### config.mk
export PLATFORM = sky130hd
export DESIGN_NAME = sdiv_step
export DESIGN_NICKNAME = d
export VERILOG_FILES = /design/src/sv/sdiv_pkg.sv /design/src/sv/sdiv_step.sv
export SDC_FILE = /design/constraint.sdc
export NUM_CORES = 1
export LEC_CHECK = 0
export ABC_AREA = 0
export BUFFER_PORTS_ARGS = -buffer_cell sky130_fd_sc_hd__buf_2
export CORE_AREA = 4 4 97 99
export CTS_CLUSTER_DIAMETER = 120
export DETAILED_ROUTE_END_ITERATION = 16
export DIE_AREA = 0 0 101 103
export GPL_ROUTABILITY_DRIVEN = 1
export PLACE_DENSITY_LB_ADDON = 0.15
export SYNTH_ARGS = -nofsm -noshare
export SYNTH_HDL_FRONTEND = slang
export SYNTH_SLANG_ARGS = --single-unit
### constraint.sdc
create_clock -name clk -period 10.9 [get_ports clk]
set_input_delay 2.725 -clock clk [delete_from_list [all_inputs] [get_ports clk]]
set_output_delay 2.725 -clock clk [all_outputs]
set_load 0.01 [all_outputs]
### src/sv/sdiv_pkg.sv
// Shared types and constants for the signed restoring divider.
package sdiv_pkg;

  // Default operand width.
  localparam int SDIV_DATA_WIDTH = 32;

  // Control that travels with each beat down the pipeline.
  typedef struct packed {
    logic valid;   // stage holds a live beat
    logic neg;     // quotient must be negated at the end
    logic dbz;     // divisor was zero
  } sdiv_ctl_t;

endpackage

### src/sv/sdiv_step.sv
// One restoring shift-and-subtract step, registered.
module sdiv_step import sdiv_pkg::*; #(
  parameter int DATA_WIDTH = SDIV_DATA_WIDTH
) (
  input  logic                  clk,
  input  logic                  rst,
  input  sdiv_ctl_t             ctl_in,
  input  logic [DATA_WIDTH-1:0] rem_in,
  input  logic [DATA_WIDTH-1:0] nq_in,
  input  logic [DATA_WIDTH-1:0] den_in,
  output sdiv_ctl_t             ctl,
  output logic [DATA_WIDTH-1:0] rem,
  output logic [DATA_WIDTH-1:0] nq,
  output logic [DATA_WIDTH-1:0] den
);

  logic [DATA_WIDTH:0]   shifted;
  logic [DATA_WIDTH:0]   diff;
  logic                  fits;
  logic [DATA_WIDTH-1:0] rem_next;
  logic [DATA_WIDTH-1:0] nq_next;

  // Shift in the next dividend bit, subtract when the divisor fits.
  // nq holds unused dividend bits on top and quotient bits below.
  always_comb begin
    shifted  = {rem_in, nq_in[DATA_WIDTH-1]};
    diff     = shifted - {1'b0, den_in};
    fits     = (shifted >= {1'b0, den_in});
    rem_next = fits ? diff[DATA_WIDTH-1:0] : shifted[DATA_WIDTH-1:0];
    nq_next  = {nq_in[DATA_WIDTH-2:0], fits};
  end

  always_ff @(posedge clk) begin
    if (rst) begin
      ctl.valid <= 1'b0;
    end else begin
      ctl <= ctl_in;
    end
    rem <= rem_next;
    nq  <= nq_next;
    den <= den_in;
  end

endmodule

==> flow_summary_export.csv <==
group,metric,value,unit
detailed_routing,via_count,3751,
global_routing,first_global_vias,3593,
cts,cts.clk_slew.worst_paths,0.10,ns
worst_hold_path,min_delay_worst_endpoint,"nq[14]",
cts,clock_sinks,99,
floorplan,die_y,103,µm
layout,final_cells,752,
detailed_routing,wl_met1,4480,µm
setup_path,cp.arrival,6.21,ns
power_and_ir_drop,peakVddDrop,0.0713,mV
logic_synthesis,syn_nets,580,
power_and_ir_drop,clockPowerShare,26.7,%
power_and_ir_drop,combPwrFrac,25.4,%
timing,finalHoldViolCount,0,
logic_synthesis,yosysWarningCount,0,
detailed_routing,ant_nets,0,
logic_synthesis,netlist_instances,446,
status,status,"complete, no violations",
detailed_routing,drc_errors,0,
worst_hold_path,holdPathStages,1,
setup_path,endpoint_kind,"flip-flop",
detailed_routing,via_per_inst,4.99,
cts,cts_buffer_depth,2,
layout,fin_nets,773,
setup_path,worstPathRequired,11.16,ns
setup_path,critPathBufInv,3,
power_and_ir_drop,power.switching,265,µW
power_and_ir_drop,p_int,594,µW
timing,finalSetupViolations,0,
placement,port_buffers,199,
detailed_routing,drt_iter0_drc,160,
setup_path,cp-start-kind,"input port",
cts,cts-resized-gates,0,
setup_path,slowest_stage,"o31ai_4",
power_and_ir_drop,power,859,µW
global_routing,overflow,0,
detailed_routing,wl,10600,µm
placement,globalplace.congestion,0.854,
timing,slew_headroom,42.3,%
job,maxCapViolCount,0,
timing,min_period_over_period,54.6,%
layout,syn_to_final_growth,29.4,%
floorplan,floorplan.die_area,10400,µm²
logic_synthesis,synth_edf_count,2,
layout,n_antenna_cell,0,
setup_path,crit_family,"compound AO/OA/AOI/OAI gates",
cts,cts_root_buf,"clkbuf_8",
floorplan,design.core.area,8550,µm²
timing,timing.fmax,0.168,GHz
worst_hold_path,hp-start,"nq_in[13]",
logic_synthesis,syn_avg_cell_area,9.47,µm²
logic_synthesis,synth_cell_type_count,49,
timing,finalMaxSlewViolations,0,
setup_path,worstSetupPathType,"in2reg",
layout,final_common_cell,"buf_2",
global_routing,grt_start_max_net_pins,32,
placement,placed_area,5270,µm²
setup_path,crit_path_cell_trace,"buf_2, inv_1, ha_1, nand4_1, or4_1, a21oi_1, nor3_1, a211oi_2, o21ai_2, o31ai_4, buf_4, mux2_2",
power_and_ir_drop,power_frac_seq,47.9,%
detailed_routing,wl_met3,1060,µm
detailed_routing,dr_wl_met2,5010,µm
logic_synthesis,synth_seq_cells,99,
global_routing,grt_pass1_wl,16600,µm
timing,timing.final.ws_setup,4.95,ns
worst_hold_path,hold_class,"in2reg",
placement,dpl.hpwl,8620,µm
detailed_routing,maxUsedRoutingLayer,"met4",
placement,pre_cts_ws,4.58,ns
power_and_ir_drop,power.density,157,nW/µm²
cts,cts_tree,"yes",
timing,tightest_slew,0.866,ns
floorplan,rows,34,
logic_synthesis,async_flop_share,0,%
logic_synthesis,synth_ff_type,"dfxtp_1",
layout,fin_area,5460,µm²
layout,layout_common_cells,"buf_2 (199), dfxtp_1 (97), a21oi_1 (56)",
logic_synthesis,synth_seq_area_share,47.4,%
cts,cts_buffers,9,
power_and_ir_drop,p_leak,2.76,nW
timing,hold_slack,2.45,ns
layout,final.fill_count,760,
detailed_routing,wire_per_inst,14.2,µm
placement,dp.cells,736,
setup_path,cp_max_fo,31,
cts,htreeDepth,3,
power_and_ir_drop,p_sw_share,30.8,%
timing,min_period,5.95,ns
setup_path,critPathMaxStageDelay,0.76,ns
floorplan,die_x,101,µm
layout,drive_gt1_share,35.1,%
cts,hold_buffers,0,
timing,rsz0062_at_grt,"false",
timing,tns,0,ns
detailed_routing,dr.pass1.iters,5,
logic_synthesis,syn-cell-area,4220,µm²
global_routing,antenna_found_initial,0,
floorplan,ioPinCount,200,
floorplan,start_util,49.4,%
layout,fin_util,63.9,%
cts,post-cts-setup-buffers,0,
global_routing,grt.total_usage,19.8,%
## cells by family (layout without fill, tap and decap cells)
kind of cell	count (synthesis)	count (layout)	share of synthesized area (%)
buffers and inverters	57	255	5.60
muxes	11	11	2.90
AOI/OAI and AO/OA	119	119	17.3
and+or+nand+nor	100	100	11.2
adders and majority gates	33	33	9.96
xor gates and xnor gates	27	27	5.60
DFF	99	99	47.4
## flip-flops by register name, summed over array words and instances (netlist names)
| register | cells |
|---|---|
| den | 32 |
| nq | 32 |
| rem | 32 |
| ctl | 3 |
## power by group through the flow
stage | Clock (mW) | Sequential, mW | Combinational [mW]
floorplan | 0 | 0.442 | 0.114
global placement | 0 | 0.419 | 0.217
detailed placement | 0 | 0.420 | 0.219
CTS | 0.236 | 0.412 | 0.220
global route | 0.249 | 0.415 | 0.244
finish | 0.229 | 0.411 | 0.218
## how the worst max path moves through the flow
stage          startpoint       to  slack [ns]  cells after the start
2_1_floorplan   den_in[7]  rem[13]        5.54                     12
3_3_place_gp   den_in[18]   rem[7]        4.65                     12
3_5_place_dp    den_in[7]   rem[6]        4.58                     12
4_1_cts         den_in[7]   rem[7]        4.97                     12
5_1_grt         den_in[7]   rem[4]        4.64                     12
6_report        den_in[7]   rem[7]        4.95                     12
## cell usage after synthesis (all sizes together) (3+ instances only)
library cell | n | area (µm²)
a211oi | 4 | 35.0
nand2 | 26 | 97.6
nor2 | 35 | 131
buf | 11 | 62.6
dfxtp | 97 | 1940
clkbuf | 7 | 27.5
mux2 | 10 | 113
o211ai | 4 | 30.0
o21a | 6 | 45.0
nand4 | 8 | 50.1
nand2b | 3 | 18.8
xnor2 | 15 | 131
a21oi | 56 | 280
o21ai | 18 | 93.8
o21bai | 3 | 22.5
ha | 32 | 400
nor2b | 4 | 25.0
xor2 | 12 | 105
nand3 | 8 | 40.0
a31oi | 5 | 31.3
a21o | 12 | 90.1
inv | 39 | 146
nor4 | 4 | 25.0
## area by class of cell
class	instances	area (µm²)	share of cell area [%]
Timing Repair Buffer	200	1000	18.4
Clock inverter	6	56.3	1.03
Sequential cell	99	2000	36.6
Inverter	39	146	2.68
Clock buffer	10	138	2.52
Multi-Input combinational cell	290	1980	36.3
Tap cell	108	135	2.47
## layer usage
metal	vias up	track usage (%)
met5	-	0
met3	8	5.35
met1	1657	24.4
li1	1924	-
met2	162	33.5
met4	0	6.95
Note: power is estimated with default switching activity, not from simulation.
