`config.mk`:
```
export PLATFORM = sky130hd
export DESIGN_NAME = sdiv_post
export DESIGN_NICKNAME = d
export VERILOG_FILES = /design/src/sv/sdiv_pkg.sv /design/src/sv/sdiv_post.sv
export SDC_FILE = /design/constraint.sdc
export NUM_CORES = 1
export LEC_CHECK = 0
export BUFFER_PORTS_ARGS = -buffer_cell sky130_fd_sc_hd__buf_2
export CAP_MARGIN = 20
export CORE_MARGIN = 2
export CORE_UTILIZATION = 52
export DETAILED_ROUTE_END_ITERATION = 8
export PLACE_DENSITY = 0.84
export SETUP_SLACK_MARGIN = 0.02
export SLEW_MARGIN = 20
export SYNTH_ARGS = -nofsm -noshare
export SYNTH_HDL_FRONTEND = slang
export SYNTH_SLANG_ARGS = --single-unit
```
`constraint.sdc`:
```
create_clock -name clk -period 3.9 [get_ports clk]
set_input_delay 0.195 -clock clk [delete_from_list [all_inputs] [get_ports clk]]
set_output_delay 0.195 -clock clk [all_outputs]
set_load 0.03 [all_outputs]
```
`src/sv/sdiv_pkg.sv`:
```
// Shared types and constants for the signed restoring divider.
package sdiv_pkg;

  // Default operand width.
  localparam int SDIV_DATA_WIDTH = 32;

  // Control that travels with each beat down the pipeline.
  typedef struct packed {
    logic valid;   // stage holds a live beat
    logic neg;     // quotient must be negated at the end
    logic dbz;     // divisor was zero
  } sdiv_ctl_t;

endpackage

```
`src/sv/sdiv_post.sv`:
```
// Output stage: applies the sign and the zero-divisor result.
module sdiv_post import sdiv_pkg::*; #(
  parameter int DATA_WIDTH = SDIV_DATA_WIDTH
) (
  input  logic                  clk,
  input  logic                  rst,
  input  sdiv_ctl_t             ctl_in,
  input  logic [DATA_WIDTH-1:0] mag_in,
  output logic                  done,
  output logic [DATA_WIDTH-1:0] quotient,
  output logic                  div_by_zero
);

  logic [DATA_WIDTH-1:0] quo_next;

  // Zero divisor gives all ones; otherwise negate when signs differ.
  always_comb begin
    if (ctl_in.dbz) begin
      quo_next = '1;
    end else if (ctl_in.neg) begin
      quo_next = ~mag_in + 1'b1;
    end else begin
      quo_next = mag_in;
    end
  end

  always_ff @(posedge clk) begin
    if (rst) begin
      done <= 1'b0;
    end else begin
      done <= ctl_in.valid;
    end
    quotient    <= quo_next;
    div_by_zero <= ctl_in.dbz;
  end

endmodule

```
==> flow_summary.yaml, run 1 <==
logic_synthesis:
  post_synth_mux_area_share: 0.04905
  synth_top_family_by_area: "simple AND/OR/NAND/NOR gates"
  synth_xor_area_frac: 0.05722
  synth_seq_cells: 34
  post_synth_num_cell_types: 36
  synthesis.area_sq_mm: 0.001837
  synth_sequential_area_ratio: 0.3706
  yosys.area_share.simple: 0.3392
  synth_top_flop_cell: "dfxtp_1"
  synth_enable_flop_cells: 0
  syn_inst: 225
  yosys_warnings: 0
  synthArstFlopShare: 0
  avgSynthCellArea_sq_um: 8.163
  synth_adder_area_share: 0.006812
  synth.net_count: 263
  synth_compound_area_frac: 0.1260
grt:
  grt_first_pass_wirelength_um: 7238
  vias_in_the_first_global_route: 1747
  initial_antenna_violation_count: 0
  global_route_total_usage_across_every_layer: 0.2253
  grt_overflow: 0
  grt_start_max_net_pins: 39
sta:
  fin_crit_ns: 1.918
  slew_violations: 0
  unrepaired_setup_endpoints_after_global_routing: "false"
  setup_viol_count_final: 0
  clock.fmax_ghz: 0.5215
  final.setup.tns_ns: 0
  hold_viol_final: 0
  fin_ws_ns: 1.982
  worst_pin_slew_ns: 0.8929
  fin_crit_sh: 0.4917
  worst_slew_margin_rel: 0.4015
hold_path:
  hold-path-cell-count: 2
  whs_endpoint: "done"
  worst_hold_check_path_type: "input pin to flop"
  min-delay-start: "ctl_in[2]"
worst_setup_path:
  cp_max_fo: 16
  startpoint_type: "input pin"
  cp_slowest_cell: "nor3_2"
  cp.required_ns: 4.14
  cp_cell_sequence: "buf_2 > or3_1 > nor3_2 > a21oi_1 > nor4_2"
  timing_worst_setup_path_type: "input pin to flop"
  cp_slowest_stage_delay_ns: 0.78
  critPathArrivalTime_ns: 2.16
  endpoint_class_of_the_critical_path: "flop"
clock_network:
  cts_buffers: 5
  h_tree_depth_reported_by_cts: 2
  clkSinkCount: 34
  clkSlewWorstSetupHoldPaths_ns: 0.10
  ctsRootBufferMaster: "clkbuf_4"
  clock_path_buffers: 2
  tritoncts: "done"
  cts_setup_buffers: 0
floorplan:
  starting_density_of_the_core: 0.5461
  die_area_sq_mm: 0.004023
  floorplan.die.height_um: 63.43
  placeableCoreArea_sq_mm: 0.003363
  die-width_um: 63.43
  ioPinCount: 71
  std_cell_rows: 21
pwr:
  max_ir_drop_vdd_v: 0.0001582
  power.share.sequential: 0.468
  comb_pwr_share: 0.239
  cellPowerDensity_mw_per_mm2: 360.1
  p_total_mw: 0.8132
  switching_power_mw: 0.2512
  swShare: 0.3089
  power.clock.fraction: 0.293
  leakage_nw: 0.9673
  p_int_mw: 0.5620
placement:
  gp_routability_congestion: 0.7789
  dp_worst_setup_slack_ns: 1.703
  buffer_ports.inserted: 70
  hpwl_um: 3050
flow_run:
  max_capacitance_violation_count: 0
route:
  average_wire_per_standard_cell_um: 12.76
  drt_pass1_iterations: 4
  detailroute.via_count: 1879
  drc_errors: 0
  drt_iter0_markers: 81
  postRouteAntennaNets: 0
  detail_route.wirelength_um: 4222
  routed_via_density: 5.677
run_status:
  status: "complete, no violations"
cells_and_area:
  area.growth.synth_to_final_pct: 22.96
  drive_gt1_frac: 0.3088
  post-route-util: 0.6715
  num-nets-final: 322
  antenna_cells: 0
[cells by family (layout without fill, tap and decap cells)]
logic type                 after synthesis  after routing
and+or+nand+nor                        110            110
xor gates and xnor gates                12             12
buffers and inverters                   24             84
adders and majority gates                1              1
AOI/OAI and AO/OA                       35             35
DFF                                     34             34
muxes                                    9              9
[critical path, delay by kind of cell]
| family | cells | cell delay (ns) |
|---|---|---|
| AND/OR/NAND/NOR | 3 | 1.65 |
| buffers and inverters | 1 | 0.11 |
| AO/OA/AOI/OAI | 1 | 0.19 |
[repair_timing]
item | 4_1_cts | 5_1_grt
hold buffers | 1 | 0
gates resized for setup | 0 | 0
endpoints found under the hold margin | 1 | 0
[power by group through the flow]
stage / Combinational [mW] / Sequential (mW) / Clock (mW)
after CTS: 0.195 / 0.381 / 0.241
after detailed placement: 0.193 / 0.389 / 0
after floorplan: 0.0726 / 0.446 / 0
final: 0.194 / 0.381 / 0.238
after global routing: 0.211 / 0.384 / 0.261
after global placement: 0.190 / 0.388 / 0
[state kept, by name (all words and copies together), names as in the netlist]
name	cells
quotient	32
done	1
div_by_zero	1
[how the worst max path moves through the flow]
stage / startpoint / to / depth (start not counted)
floorplan: mag_in[0] / quotient[14] / 7
global placement: mag_in[6] / quotient[22] / 5
detailed placement: mag_in[6] / quotient[27] / 5
CTS: mag_in[6] / quotient[27] / 5
global route: mag_in[6] / quotient[27] / 5
finish: mag_in[6] / quotient[27] / 5
[cells in the final DEF, fill, tap and decap left out, drive strengths merged, types with 2 or more instances in the layout]
master and count:
a31oi 5, a211oi 2, mux2i 9, nor3 18, o21ai 4, nor2b 9
or4 5, o31ai 5, clkbuf 8, nand2 16, o41ai 5, buf 70
a311oi 2, inv 4, dfxtp 34, nor2 29, xor2 11, and4 6
or3 5, a21oi 10, nor4 11, nand3 6
[stage by stage]
step	area, sq um	instances	hold slack [ns]
after floorplan	1837	225	0.2227
after global placement	2170	322	0.3515
after detailed placement	2170	322	0.3537
after CTS	2258	331	0.06433
after global routing	2258	331	0.09380
final	2258	331	0.06783
[routing by layer]
metal  vias up  global-route usage  share of wire  wire (um)
li1        929                   -              -          -
met3        10             0.06964          0.073        309
met5         -                   0              0          0
met4         0              0.1087          0.017         73
met2        73              0.3895           0.49       2071
met1       867              0.2492           0.42       1767
[cell usage after synthesis, types with 2 or more instances]
master / count / area, sq um
or4_1: 5 / 37.54
nand3_1: 6 / 30.03
nor2b_1: 9 / 56.30
a311oi_1: 2 / 17.52
o21ai_0: 4 / 20.02
clkbuf_1: 16 / 60.06
nor2_1: 28 / 105.1
o41ai_1: 5 / 43.79
a211oi_1: 2 / 15.01
nor4_1: 5 / 31.28
inv_1: 4 / 15.01
nand2_1: 16 / 60.06
nor4_2: 5 / 62.56
dfxtp_1: 34 / 680.7
and4_1: 6 / 52.55
nor3_1: 17 / 85.08
buf_2: 3 / 15.01
mux2i_1: 9 / 90.09
a21oi_1: 10 / 50.05
or3_1: 5 / 31.28
o31ai_1: 5 / 37.54
xor2_1: 11 / 96.34
a31oi_1: 5 / 31.28
[area by class of cell]
| type | instances | area [sq um] |
|---|---|---|
| Fill cell | 306 | 1105 |
| Multi-Input combinational cell | 167 | 1062 |
| Sequential cell | 34 | 680.7 |
| Timing Repair Buffer | 71 | 360.3 |
| Clock buffer | 8 | 78.83 |
| Tap cell | 46 | 57.56 |
| Inverter | 5 | 18.77 |
Power figures use the tool's default switching activity.
==> run 2, diff against run 1 <==
--- a/config.mk
+++ b/config.mk
@@ -8,9 +8,9 @@
 export BUFFER_PORTS_ARGS = -buffer_cell sky130_fd_sc_hd__buf_2
 export CAP_MARGIN = 20
 export CORE_MARGIN = 2
-export CORE_UTILIZATION = 52
+export CORE_UTILIZATION = 48
 export DETAILED_ROUTE_END_ITERATION = 8
-export PLACE_DENSITY = 0.84
+export PLACE_DENSITY = 0.79
 export SETUP_SLACK_MARGIN = 0.02
 export SLEW_MARGIN = 20
 export SYNTH_ARGS = -nofsm -noshare
==> constraint.sdc (replaced) <==
create_clock -name clk -period 1.8 [get_ports clk]
set_input_delay 0.09 -clock clk [delete_from_list [all_inputs] [get_ports clk]]
set_output_delay 0.09 -clock clk [all_outputs]
set_load 0.03 [all_outputs]
==> flow_summary.yaml, run 2 (same netlist as run 1, synthesis figures left out) <==
floorplan:
  die-width_um: 65.86
  placeableCoreArea_sq_mm: 0.003661
  starting_density_of_the_core: 0.5017
  ioPinCount: 71
  die_area_sq_mm: 0.004338
  floorplan.die.height_um: 65.86
  std_cell_rows: 22
cells_and_area:
  most_common_cell_after_layout_fill_and_taps_aside: "buf_2"
  largest_register_ff_count: 32
  largest-register: "quotient"
  layout.cells.most_common_list: "buf_2, dfxtp_1, nor2_1"
  post-route-util: 0.6422
  antenna_cells: 0
  num-nets-final: 330
  fillCellCount: 320
  area.growth.synth_to_final_pct: 28.00
  top_regs: "quotient x32, div_by_zero x1, done x1"
  drive_gt1_frac: 0.3276
run_status:
  status: "complete, no violations"
hold_path:
  worst_hold_check_path_type: "input pin to flop"
  min-delay-start: "mag_in[0]"
sta:
  unrepaired_setup_endpoints_after_global_routing: "false"
  clock.fmax_ghz: 0.6663
  fin_crit_ns: 1.501
  fin_crit_sh: 0.8338
  setup_viol_count_final: 0
  worst_slew_margin_rel: 0.7063
  worst_pin_slew_ns: 0.4365
  hold_viol_final: 0
  slew_violations: 0
worst_setup_path:
  startpoint_type: "input pin"
  cp_slowest_cell: "or3b_2"
  startpoint: "mag_in[1]"
  cp_slowest_stage_delay_ns: 0.51
  cp_max_fo: 7
  critPathArrivalTime_ns: 1.68
  path_buf_inv: 3
  cp.required_ns: 1.98
  crit_family: "simple AND/OR/NAND/NOR gates"
  endpoint_class_of_the_critical_path: "flop"
  cp_cell_sequence: "buf_2 > inv_1 > ha_1 > or3b_2 > buf_4 > o41ai_1 > xor2_1 > nand2_1"
  timing_worst_setup_path_type: "input pin to flop"
pwr:
  cellPowerDensity_mw_per_mm2: 824.6
  leakage_nw: 1.020
  swShare: 0.2965
  p_int_mw: 1.364
  p_total_mw: 1.939
  switching_power_mw: 0.5749
  comb_pwr_share: 0.220
  max_ir_drop_vdd_v: 0.0004101
  power.share.sequential: 0.426
  power.clock.fraction: 0.354
clock_network:
  h_tree_depth_reported_by_cts: 2
  tritoncts: "done"
  cts_resized: 0
  clock_path_buffers: 2
  clkSlewWorstSetupHoldPaths_ns: 0.07
  clkSinkCount: 34
  ctsRootBufferMaster: "clkbuf_8"
  cts_buffers: 5
grt:
  grt_first_pass_wirelength_um: 7031
  grt_start_max_net_pins: 38
  initial_antenna_violation_count: 0
  grt_overflow: 0
  global_route_total_usage_across_every_layer: 0.2085
  vias_in_the_first_global_route: 1620
route:
  average_wire_per_standard_cell_um: 12.56
  drt_iter0_markers: 67
  postRouteAntennaNets: 0
  detail_route.wirelength_um: 4283
  detailroute.via_count: 1827
  drt_pass1_iterations: 4
  drc_errors: 0
  routed_via_density: 5.358
placement:
  hpwl_um: 3210
  buffer_ports.inserted: 70
  gp_routability_congestion: 0.7653
flow_run:
  max_capacitance_violation_count: 0
## run 2: cell count changes in the layout (fill, tap and decap cells not counted)
cell,delta
clkbuf_4,-5
bufinv_16,+1
buf_4,+8
clkinv_2,+2
clkbuf_8,+2
## run 2: metrics by stage
stage	hold slack (ns)	setup TNS [ns]	cell area, sq um	worst slack (ns)	cells
3_3_place_gp	0.2496	0	2232	0.05335	332
6_report	0.02874	0	2351	0.2992	341
3_5_place_dp	0.2590	-0.002273	2232	-0.002273	332
5_1_grt	0.02484	0	2351	0.1688	341
2_1_floorplan	0.1177	0	1837	0.2062	225
4_1_cts	0.02452	0	2351	0.3038	341
## run 2: power groups by stage
stage	Combinational, mW	Clock, mW	Sequential, mW
4_1_cts	0.429	0.708	0.826
6_report	0.427	0.687	0.825
2_1_floorplan	0.157	0	0.967
3_3_place_gp	0.420	0	0.842
3_5_place_dp	0.427	0	0.843
5_1_grt	0.465	0.747	0.830
## run 2: cell type report
cell class / count / area, sq um / area share
Timing Repair Buffer: 79 / 420.4 / 0.1788
Clock inverter: 3 / 40.04 / 0.01703
Clock buffer: 5 / 68.82 / 0.02927
Sequential cell: 34 / 680.7 / 0.2895
Multi-Input combinational cell: 167 / 1062 / 0.4518
Inverter: 5 / 18.77 / 0.007983
Tap cell: 48 / 60.06 / 0.02555
## run 2: worst paths after layout
kind	endpoint	slack (ns)	cells past startpoint
setup / recovery	quotient[12]	0.30	8
hold / removal	quotient[0]	0.03	3
## run 2: timing repair
action / in CTS / in global routing
buffers inserted: 0 / 0
endpoints found under the hold margin: 1 / 0
hold buffers: 1 / 0
## run 2: tightest hold or removal path: cells and delay by family
kind | cells | cell delay (ns)
simple gates | 1 | 0.05
buf+inv | 2 | 0.14
## run 2: routing by layer
metal	vias to the layer above	track usage	wire (um)
li1	945	-	-
met1	817	0.2437	1884
met2	57	0.3472	2002
met3	8	0.06474	310
met4	0	0.09375	86
met5	-	0	0
