`src/sv/sdiv_pkg.sv`:
```
// Shared types and constants for the signed restoring divider.
package sdiv_pkg;

  // Default operand width.
  localparam int SDIV_DATA_WIDTH = 32;

  // Control that travels with each beat down the pipeline.
  typedef struct packed {
    logic valid;   // stage holds a live beat
    logic neg;     // quotient must be negated at the end
    logic dbz;     // divisor was zero
  } sdiv_ctl_t;

endpackage

```
`src/sv/sdiv_prep.sv`:
```
// Input stage: takes operand magnitudes and the result sign.
module sdiv_prep import sdiv_pkg::*; #(
  parameter int DATA_WIDTH = SDIV_DATA_WIDTH
) (
  input  logic                  clk,
  input  logic                  rst,
  input  logic                  accept,
  input  logic [DATA_WIDTH-1:0] dividend,
  input  logic [DATA_WIDTH-1:0] divisor,
  output sdiv_ctl_t             ctl,
  output logic [DATA_WIDTH-1:0] rem,
  output logic [DATA_WIDTH-1:0] nq,
  output logic [DATA_WIDTH-1:0] den
);

  logic [DATA_WIDTH-1:0] num_mag_next;
  logic [DATA_WIDTH-1:0] den_mag_next;
  sdiv_ctl_t             ctl_next;

  // Two's complement magnitude; the most negative value maps to 2^(W-1).
  always_comb begin
    num_mag_next = dividend[DATA_WIDTH-1] ? (~dividend + 1'b1) : dividend;
    den_mag_next = divisor[DATA_WIDTH-1]  ? (~divisor + 1'b1)  : divisor;
    ctl_next.valid = accept;
    ctl_next.neg   = dividend[DATA_WIDTH-1] ^ divisor[DATA_WIDTH-1];
    ctl_next.dbz   = (divisor == '0);
  end

  // Stage registers; only the valid bit needs reset.
  always_ff @(posedge clk) begin
    if (rst) begin
      ctl.valid <= 1'b0;
    end else begin
      ctl <= ctl_next;
    end
    rem <= '0;
    nq  <= num_mag_next;
    den <= den_mag_next;
  end

endmodule

```
`config.mk`:
```
export PLATFORM = sky130hd
export DESIGN_NAME = sdiv_prep
export DESIGN_NICKNAME = d
export VERILOG_FILES = /design/src/sv/sdiv_pkg.sv /design/src/sv/sdiv_prep.sv
export SDC_FILE = /design/constraint.sdc
export NUM_CORES = 1
export LEC_CHECK = 0
export BUFFER_PORTS_ARGS = -buffer_cell sky130_fd_sc_hd__buf_2
export CAP_MARGIN = 20
export CORE_MARGIN = 8
export CORE_UTILIZATION = 30
export DETAILED_ROUTE_END_ITERATION = 16
export PLACE_DENSITY_LB_ADDON = 0.08
export SYNTH_ARGS = -nofsm -noshare
export SYNTH_HDL_FRONTEND = slang
export SYNTH_SLANG_ARGS = --single-unit
```
`constraint.sdc`:
```
create_clock -name clk -period 5.4 [get_ports clk]
set_input_delay 0.54 -clock clk [delete_from_list [all_inputs] [get_ports clk]]
set_output_delay 0.54 -clock clk [all_outputs]
set_load 0.1 [all_outputs]
```
==> results of run 1 <==
## through the flow
stage                     hold WS [ns]  power, W  cells
after floorplan                  0.568   0.00113    341
after global placement           0.707   0.00122    569
after detailed placement         0.706   0.00122    569
after CTS                        0.337   0.00161    585
after global routing             0.345   0.00165    585
final                            0.364   0.00158    585
## flip-flops by register name, indices dropped and copies added (netlist names)
name  count
nq       32
ctl       3
den      32
## kinds of logic after synthesis
logic type | share of synthesized area, %
adders and majority gates | 1.63
and+or+nand+nor | 15.2
other | 0.122
buffers and inverters | 10.0
AOI/OAI and AO/OA | 12.0
xor gates and xnor gates | 16.8
DFF | 44.2
## final timing paths
check / from / to
hold / removal: dividend[0] / nq[0]
setup / recovery: dividend[3] / nq[14]
## metal layers
metal	share of wire (%)	vias up	track usage, %
li1	-	1289	-
met1	44	1167	15.5
met2	46	106	18.2
met3	8.5	10	3.08
met4	1.7	0	7.17
met5	0	-	0
## worst max-delay path: cells and delay by family
family	cells	cell delay (ns)
AO/OA/AOI/OAI	1	0.42
XOR/XNOR	1	0.16
AND/OR/NAND/NOR	2	1.23
buffers and inverters	1	0.13
## cell usage after synthesis, drive strengths merged, types with 2 or more instances
library cell,count
nand2,23
nor2b,2
clkbuf,6
buf,35
xnor2,57
o41ai,12
inv,7
or2,4
dfxtp,65
nor3,4
nor4,11
or4,5
nand2b,5
nand4b,2
or3,9
nor2,7
nand4,5
o21ai,16
edfxtp,2
o31ai,20
ha,4
xor2,2
nand3,3
## layout make-up
| cell class | count | area, µm² |
|---|---|---|
| fill | 1053 | 6210 |
| timing repair buffer | 133 | 666 |
| clock buffer | 11 | 151 |
| clock inverter | 5 | 27.5 |
| inverter | 7 | 26.3 |
| sequential | 67 | 1360 |
| multi-input combinational | 226 | 1520 |
| tap | 136 | 170 |
## power by group
part	internal, W	switching (W)
registers	0.000547	0.0000121
clock network	0.000188	0.000190
logic	0.0000925	0.000551
total	0.000828	0.000754
## placed cells by master (no fill, tap or decap)
master	Yosys	layout
a31oi_1	1	1
ha_1	4	4
xor2_1	2	2
conb_1	1	32
clkinv_2	0	4
clkinvlp_4	0	1
o41ai_1	10	10
nand2_1	23	23
nor4_2	1	1
o31ai_1	20	20
xnor2_1	57	57
nor3b_1	1	1
inv_1	7	7
or3_1	9	9
buf_2	0	133
o41ai_2	1	1
dfxtp_1	65	65
nor2b_1	2	2
o21ai_0	16	16
nand4_2	1	1
nand2b_1	5	5
nand3_1	3	3
or4_1	2	2
clkbuf_8	0	11
nand4b_1	2	2
or2_2	4	4
nand4_1	4	4
or4_4	3	3
or4b_2	1	1
nor3_1	4	4
nor4_1	10	10
nor2_1	7	7
o41ai_4	1	1
edfxtp_1	2	2
==> run_results.csv, run 1 <==
group,metric,value,unit
run_status,status,"finished, final reports clean",
clocking,ctsLongestPathBuffers,2,
floorplan,die_x,117,µm
global_routing,gr-total-overflow,0,
synthesis,syn-instance-count,310,
placed_design,dp_slack,2.81,ns
clocking,cts_resized,0,
synthesis,yosysTopAreaCellShare,42.3,%
run,drv_cap,0,
synthesis,synth.distinct_cells,34,
floorplan,std_cell_rows,37,
final_layout,design_area,3930,µm²
global_routing,grt_pass1_wl,12.8,mm
sta,rsz0062_at_grt,"false",
global_routing,grt_max_degree,35,
global_routing,grt_pass1_vias,2635,
synthesis,synth_edf_count,2,
sta,drv_slew,0,
worst_setup_path,cp-start-kind,"input pin",
detailed_routing,drt_iter0_drc,91,
synthesis,ys_ff_latch,67,
detailed_routing,first_pass_iters,4,
final_layout,syn2layout_area_growth,27.6,%
clocking,cts_sinks,67,
global_routing,antenna_found_initial,0,
detailed_routing,wire_per_inst,14.5,µm
clocking,htreeDepth,3,
clocking,cts_tree,"yes",
synthesis,yosys_warnings,0,
sta,max-slew-margin-rel,39.2,%
worst_setup_path,path_max_fanout,6,
sta,setup_slack,3.18,ns
floorplan,die-area,13800,µm²
sta,fmax,450,MHz
synthesis,synth_seq_area_share,44.2,%
detailed_routing,ant_nets,0,
synthesis,synth.area.top_cells,"dfxtp_1 (42%), xnor2_1 (16%), buf_4 (7.8%), o31ai_1 (4.9%), o41ai_1 (2.8%)",
final_layout,nNetsFinal,515,
clocking,clockRootBuffer,"clkbuf_8",
placed_design,dp_hpwl,6.81,mm
clocking,cts_made_buffers,9,
global_routing,grt_usage,12.2,%
synthesis,synth_flop_cell,"dfxtp_1",
synthesis,yosys.area.top_type,"dfxtp_1",
detailed_routing,drc,0,
sta,tns,0,ns
worst_setup_path,critical_path_class,"in2reg",
sta,hold_viol,0,
synthesis,synthesis.area,3080,µm²
placed_design,placed_area,3750,µm²
worst_hold_path,min_path_type,"in2reg",
final_layout,diodes,0,
final_layout,layout-drive-gt1-share,35.9,%
sta,setup_viol,0,
floorplan,core_area,10100,µm²
sta,period_minus_slack,2.22,ns
floorplan,initial_core_util,30.3,%
detailed_routing,via_per_inst,4.40,
worst_setup_path,arrival,2.48,ns
worst_setup_path,crit_required,5.66,ns
sta,fin_crit_sh,41.1,%
synthesis,synthArstFlopShare,0,%
clocking,postCtsHoldBufs,0,
power_and_ir_drop,leakage,1.69,nW
final_layout,fin_util,38.7,%
floorplan,ios,166,
worst_setup_path,path_cells,"buf_2 -> nor4_1 -> nand4b_1 -> o41ai_1 -> xnor2_1",
worst_hold_path,holdPathStages,1,
synthesis,syn_avg_cell_area,9.92,µm²
detailed_routing,via_count,2572,
placed_design,gp_congestion,0.697,
floorplan,die_h,117,µm
placed_design,port_buffers,133,
worst_setup_path,critPathSlowestCell,"nor4_1",
clocking,clk_pin_slew,0.07,ns
detailed_routing,drt_wl_total,8.49,mm
worst_setup_path,end_kind,"register",
power_and_ir_drop,powerDensity,403,nW/µm²
power_and_ir_drop,ir_drop,0.148,mV
sta,tightest_slew,0.904,ns
clocking,postCtsSetupBuffers,0,
worst_setup_path,slowest_delay,0.77,ns
No activity file was read; power rests on OpenSTA's default activity.
==> inputs of run 2 (changes only) <==
clock period = 2.3 ns   (was 5.4 ns; I/O delays follow)
==> run_results.csv, run 2 (synthesis results as in run 1) <==
group,metric,value,unit
worst_setup_path,slowest_delay,0.62,ns
placed_design,port_buffers,133,
clocking,cts_resized,0,
detailed_routing,wire_per_inst,14.4,µm
clocking,ctsLongestPathBuffers,2,
power_and_ir_drop,sw_frac_of_total,47.9,%
power_and_ir_drop,power.share.clock,23.3,%
global_routing,antenna_found_initial,0,
worst_setup_path,critPathSlowestCell,"or4_4",
global_routing,grt_max_degree,35,
final_layout,syn2layout_area_growth,28.8,%
floorplan,std_cell_rows,37,
worst_setup_path,cp-start-kind,"input pin",
power_and_ir_drop,powerDensity,931,nW/µm²
worst_setup_path,worst_path_dominant_cell_family,"simple AND/OR/NAND/NOR gates",
worst_setup_path,end_kind,"register",
sta,hold_viol,0,
floorplan,initial_core_util,30.3,%
clocking,postCtsSetupBuffers,0,
worst_setup_path,arrival,2.04,ns
placed_design,gp_congestion,0.718,
sta,max-slew-margin-rel,61.1,%
worst_setup_path,path_common_cell,"or4_4",
power_and_ir_drop,leakage,1.72,nW
final_layout,fin_util,39.1,%
final_layout,num-fill-cells,1076,
floorplan,die_x,117,µm
worst_setup_path,critical_path_class,"in2reg",
power_and_ir_drop,p_sw,0.00177,W
final_layout,final_cell_mix,"buf_2 (133), dfxtp_1 (65), xnor2_1 (57), conb_1 (32), nand2_1 (23)",
floorplan,core_area,10100,µm²
sta,drv_slew,0,
worst_setup_path,worst_setup_path_startpoint,"dividend[13]",
global_routing,gr-total-overflow,0,
run_status,status,"finished, final reports clean",
detailed_routing,via_count,2610,
run,drv_cap,0,
worst_setup_path,endpoint,"nq[27]",
worst_hold_path,hp-start,"dividend[0]",
floorplan,ios,166,
global_routing,grt_usage,12.3,%
sta,tns,0,ns
power_and_ir_drop,ir_drop,0.455,mV
floorplan,die-area,13800,µm²
floorplan,die_h,117,µm
final_layout,top_regs,"den (32), nq (32), ctl (3)",
worst_hold_path,min_path_type,"in2reg",
detailed_routing,ant_nets,0,
final_layout,nNetsFinal,522,
clocking,cts_made_buffers,9,
clocking,cts_tree,"yes",
sta,period_minus_slack,1.77,ns
clocking,cts_sinks,67,
power_and_ir_drop,cell_internal_pwr,0.00192,W
detailed_routing,drc,0,
global_routing,grt_pass1_vias,2605,
power_and_ir_drop,p_comb_share,41.2,%
placed_design,dp_hpwl,6.77,mm
detailed_routing,first_pass_iters,4,
sta,setup_viol,0,
power_and_ir_drop,p_seq_share,35.6,%
detailed_routing,drt_iter0_drc,130,
final_layout,diodes,0,
sta,fin_crit_sh,77.0,%
clocking,clockRootBuffer,"clkbuf_8",
worst_setup_path,path_cells,"buf_2 -> or4_4 -> or4_4 -> o41ai_2 -> xnor2_1",
clocking,htreeDepth,3,
final_layout,mostFrequentLayoutCell,"buf_2",
final_layout,layout-drive-gt1-share,36.2,%
worst_setup_path,crit_required,2.57,ns
worst_setup_path,worst-path-buf-inv,1,
clocking,postCtsHoldBufs,0,
detailed_routing,wl_met1,3.89,mm
worst_setup_path,cp.depth,5,
worst_setup_path,path_max_fanout,9,
clocking,clk_pin_slew,0.08,ns
detailed_routing,wl_met2,3.85,mm
global_routing,grt_pass1_wl,12.9,mm
detailed_routing,wl_met3,644,µm
detailed_routing,via_per_inst,4.41,
detailed_routing,top_layer,"met4",
sta,fmax,564,MHz
sta,tightest_slew,0.583,ns
sta,rsz0062_at_grt,"false",
detailed_routing,drt_wl_total,8.53,mm
run 2: cell count changes in the layout (fill, tap and decap cells not counted), sizes merged:
cell	previous run	this run
clkinvlp	1	0
clkinv	4	3
buf	133	140
clkbuf	11	13
run 2: per-stage QoR:
| step | setup slack [ns] | power (W) | cell area, µm² | hold slack [ns] | cells |
|---|---|---|---|---|---|
| 6_report | 0.528 | 0.00369 | 3960 | 0.0541 | 592 |
| 3_5_place_dp | 0.187 | 0.00286 | 3800 | 0.393 | 576 |
| 5_1_grt | 0.478 | 0.00385 | 3960 | 0.0304 | 592 |
| 4_1_cts | 0.552 | 0.00375 | 3960 | 0.0237 | 592 |
| 3_3_place_gp | 0.203 | 0.00286 | 3800 | 0.394 | 576 |
| 2_1_floorplan | 0.347 | 0.00265 | 3190 | 0.258 | 341 |
run 2: worst min path at each step:
| stage | to | slack (ns) | cells after the start |
|---|---|---|---|
| finish | nq[0] | 0.05 | 1 |
| floorplan | den[0] | 0.26 | 0 |
| global placement | den[0] | 0.39 | 1 |
| global route | den[0] | 0.03 | 1 |
| detailed placement | den[0] | 0.39 | 1 |
| CTS | nq[0] | 0.02 | 1 |
run 2: power by group through the flow:
stage               Clock (W)  Combinational [W]  Sequential [W]
floorplan                   0           0.000436         0.00221
global placement            0            0.00153         0.00134
detailed placement          0            0.00152         0.00134
CTS                  0.000906            0.00153         0.00132
global route         0.000957            0.00157         0.00132
finish               0.000858            0.00152         0.00131
run 2: cell type report:
| class | instances | area [µm²] | area share [%] |
|---|---|---|---|
| multi-input combinational | 226 | 1520 | 38.4 |
| sequential | 67 | 1360 | 34.3 |
| timing repair buffer | 140 | 718 | 18.1 |
| tap | 136 | 170 | 4.29 |
| clock buffer | 13 | 149 | 3.76 |
| inverter | 7 | 26.3 | 0.663 |
| clock inverter | 3 | 15.0 | 0.379 |
run 2: per-layer routing:
layer,up-vias,GRT usage (%)
met3,10,2.72
met2,116,18.4
li1,1306,-
met4,0,6.14
met5,-,0
met1,1178,16.2
==> inputs of run 3 (changes only) <==
ABC_AREA = 1   (was not set)
clock period = 1.65 ns   (was 2.3 ns; I/O delays follow)
==> run_results.csv, run 3 <==
group,metric,value,unit
clocking,postCtsSetupBuffers,0,
global_routing,gr-total-overflow,0,
floorplan,initial_core_util,30.8,%
clocking,cts_tree,"yes",
worst_setup_path,arrival,1.75,ns
sta,rsz0062_at_grt,"false",
sta,whs,0.0352,ns
synthesis,yosys_warnings,0,
worst_setup_path,path_max_fanout,5,
synthesis,syn-instance-count,541,
sta,fin_crit_sh,92.3,%
synthesis,synth.distinct_cells,27,
synthesis,synth_seq_area_share,36.7,%
detailed_routing,first_pass_iters,4,
power_and_ir_drop,powerDensity,1200,nW/µm²
synthesis,synth_flop_cell,"dfxtp_1",
worst_setup_path,cp-start-kind,"input pin",
final_layout,seq_area,1360,µm²
run,drv_cap,0,
synthesis,synth_edf_count,2,
global_routing,grt_pass1_wl,18.1,mm
floorplan,die_h,127,µm
final_layout,diodes,0,
placed_design,dp_hpwl,9.53,mm
detailed_routing,via_count,3613,
clocking,clk_pin_slew,0.05,ns
detailed_routing,drt_iter0_drc,164,
sta,drv_slew,0,
worst_setup_path,crit_required,1.88,ns
placed_design,placedCellCount,836,
global_routing,antenna_found_initial,0,
floorplan,die_x,127,µm
detailed_routing,wire_per_inst,13.2,µm
synthesis,ys_ff_latch,67,
placed_design,dp_slack,0.208,ns
final_layout,num-fill-cells,1346,
final_layout,final_cells,854,
clocking,cts_sinks,67,
sta,hold_viol,0,
worst_setup_path,end_kind,"register",
synthesis,yosys-top-cells-count,"nand2_1 (181), nor2_1 (79), dfxtp_1 (65), inv_1 (39), nand3_1 (35)",
power_and_ir_drop,leakage,2.35,nW
clocking,htreeDepth,3,
worst_hold_path,holdPathStages,3,
sta,tns,0,ns
detailed_routing,drc,0,
final_layout,final_cell_mix,"nand2_1 (181), buf_2 (133), nor2_1 (78), dfxtp_1 (65), inv_1 (39)",
worst_hold_path,min_path_type,"in2reg",
synthesis,yosysTopAreaCellShare,35.1,%
sta,fmax,656,MHz
synthesis,yosys.area.top_type,"dfxtp_1",
floorplan,ios,166,
final_layout,top_regs,"den (32), nq (32), ctl (3)",
synthesis,synth.area.top_cells,"dfxtp_1 (35%), nand2_1 (18%), nor2_1 (8.0%), buf_4 (6.9%), nand3_1 (4.7%)",
clocking,ctsLongestPathBuffers,2,
sta,period_minus_slack,1.52,ns
final_layout,layout-drive-gt1-share,26.8,%
final_layout,nNetsFinal,753,
final_layout,multi_input_comb_area,2020,µm²
floorplan,std_cell_rows,40,
global_routing,grt_pass1_vias,3762,
global_routing,grt_max_degree,27,
power_and_ir_drop,ir_drop,0.439,mV
synthesis,syn_avg_cell_area,6.86,µm²
synthesis,yosysMostFrequentCell,"nand2_1",
synthesis,synthesis.area,3710,µm²
final_layout,mostFrequentLayoutCell,"nand2_1",
floorplan,core_area,12100,µm²
detailed_routing,drt_wl_total,11.3,mm
synthesis,synthArstFlopShare,0,%
detailed_routing,ant_nets,0,
clocking,clockRootBuffer,"clkbuf_16",
sta,setup_slack,0.126,ns
detailed_routing,via_per_inst,4.23,
placed_design,port_buffers,133,
worst_setup_path,critical_path_class,"in2reg",
clocking,cts_made_buffers,9,
final_layout,syn2layout_area_growth,27.4,%
run_status,status,"finished, final reports clean",
global_routing,grt_usage,14.2,%
floorplan,die-area,16200,µm²
placed_design,gp_congestion,0.850,
sta,setup_viol,0,
[run 3: cell types whose count changed in the layout (fill, tap and decap cells not counted), sizes merged, moves of 12 or more]
cell	change
o41ai	-12
o31ai	-20
inv	+35
nand2	+162
nand3	+32
nor2	+95
xnor2	-38
[run 3: metal layers]
layer | wire, µm | vias to the layer above | share of wire, % | GRT usage [%]
li1 | - | 1896 | - | -
met1 | 4860 | 1590 | 43 | 15.0
met2 | 5460 | 113 | 48 | 24.8
met3 | 789 | 14 | 7.0 | 4.66
met4 | 187 | 0 | 1.7 | 7.00
met5 | 0 | - | 0 | 0
[run 3: worst max-delay path, cell delays in order]
cell and delay, ns:
dlygate4sd3_1 0.53, buf_2 0.12, inv_1 0.10, ha_1 0.17
nand2_1 0.11, o21ai_2 0.29, nand2_1 0.11, xor2_1 0.15
[run 3: timing repair]
| item | 4_1_cts | 5_1_grt |
|---|---|---|
| endpoints found under the hold margin | 3 | 0 |
| hold buffers | 3 | 0 |
| endpoints found under the setup margin | 0 | 1 |
| gates resized for setup | 0 | 1 |
[run 3: report_power, final]
| part | leakage (nW) | switching [W] | internal (W) | total (W) |
|---|---|---|---|---|
| logic | 1.66 | 0.00180 | 0.000307 | 0.00211 |
| registers | 0.567 | 0.0000345 | 0.00178 | 0.00181 |
| clock network | 0.126 | 0.000686 | 0.00105 | 0.00173 |
| total | 2.35 | 0.00252 | 0.00313 | 0.00566 |
[run 3: cell families (layout without fill, tap and decap cells)]
| kind of cell | Yosys count | in the layout | share of synthesized area (%) |
|---|---|---|---|
| adders and majority gates | 4 | 4 | 1.35 |
| other | 1 | 32 | 0.101 |
| buffers and inverters | 81 | 195 | 12.0 |
| DFF | 67 | 67 | 36.7 |
| AOI/OAI and AO/OA | 24 | 24 | 3.88 |
| and+or+nand+nor | 334 | 334 | 38.9 |
| xor gates and xnor gates | 30 | 30 | 7.08 |
[run 3: area by class of cell]
cell class | count | area share, %
inverters | 42 | 3.34
clock inverters | 2 | 0.265
well taps | 168 | 4.45
flip-flops and latches | 67 | 28.8
multi-input cells | 424 | 42.8
clock buffers | 13 | 5.30
repair buffers | 138 | 15.0
[run 3: stage by stage]
step | area, µm² | total power, W | utilization (%)
after detailed placement | 4430 | 0.00397 | 36.7
after floorplan | 3830 | 0.00365 | -
final | 4730 | 0.00566 | 39.2
after global routing | 4730 | 0.00588 | 39.2
after global placement | 4430 | 0.00397 | 36.7
after CTS | 4720 | 0.00573 | 39.2
[run 3: final timing paths]
| path | to | from |
|---|---|---|
| worst max-delay path | nq[16] | dividend[0] |
| worst min-delay path | ctl[2] | accept |
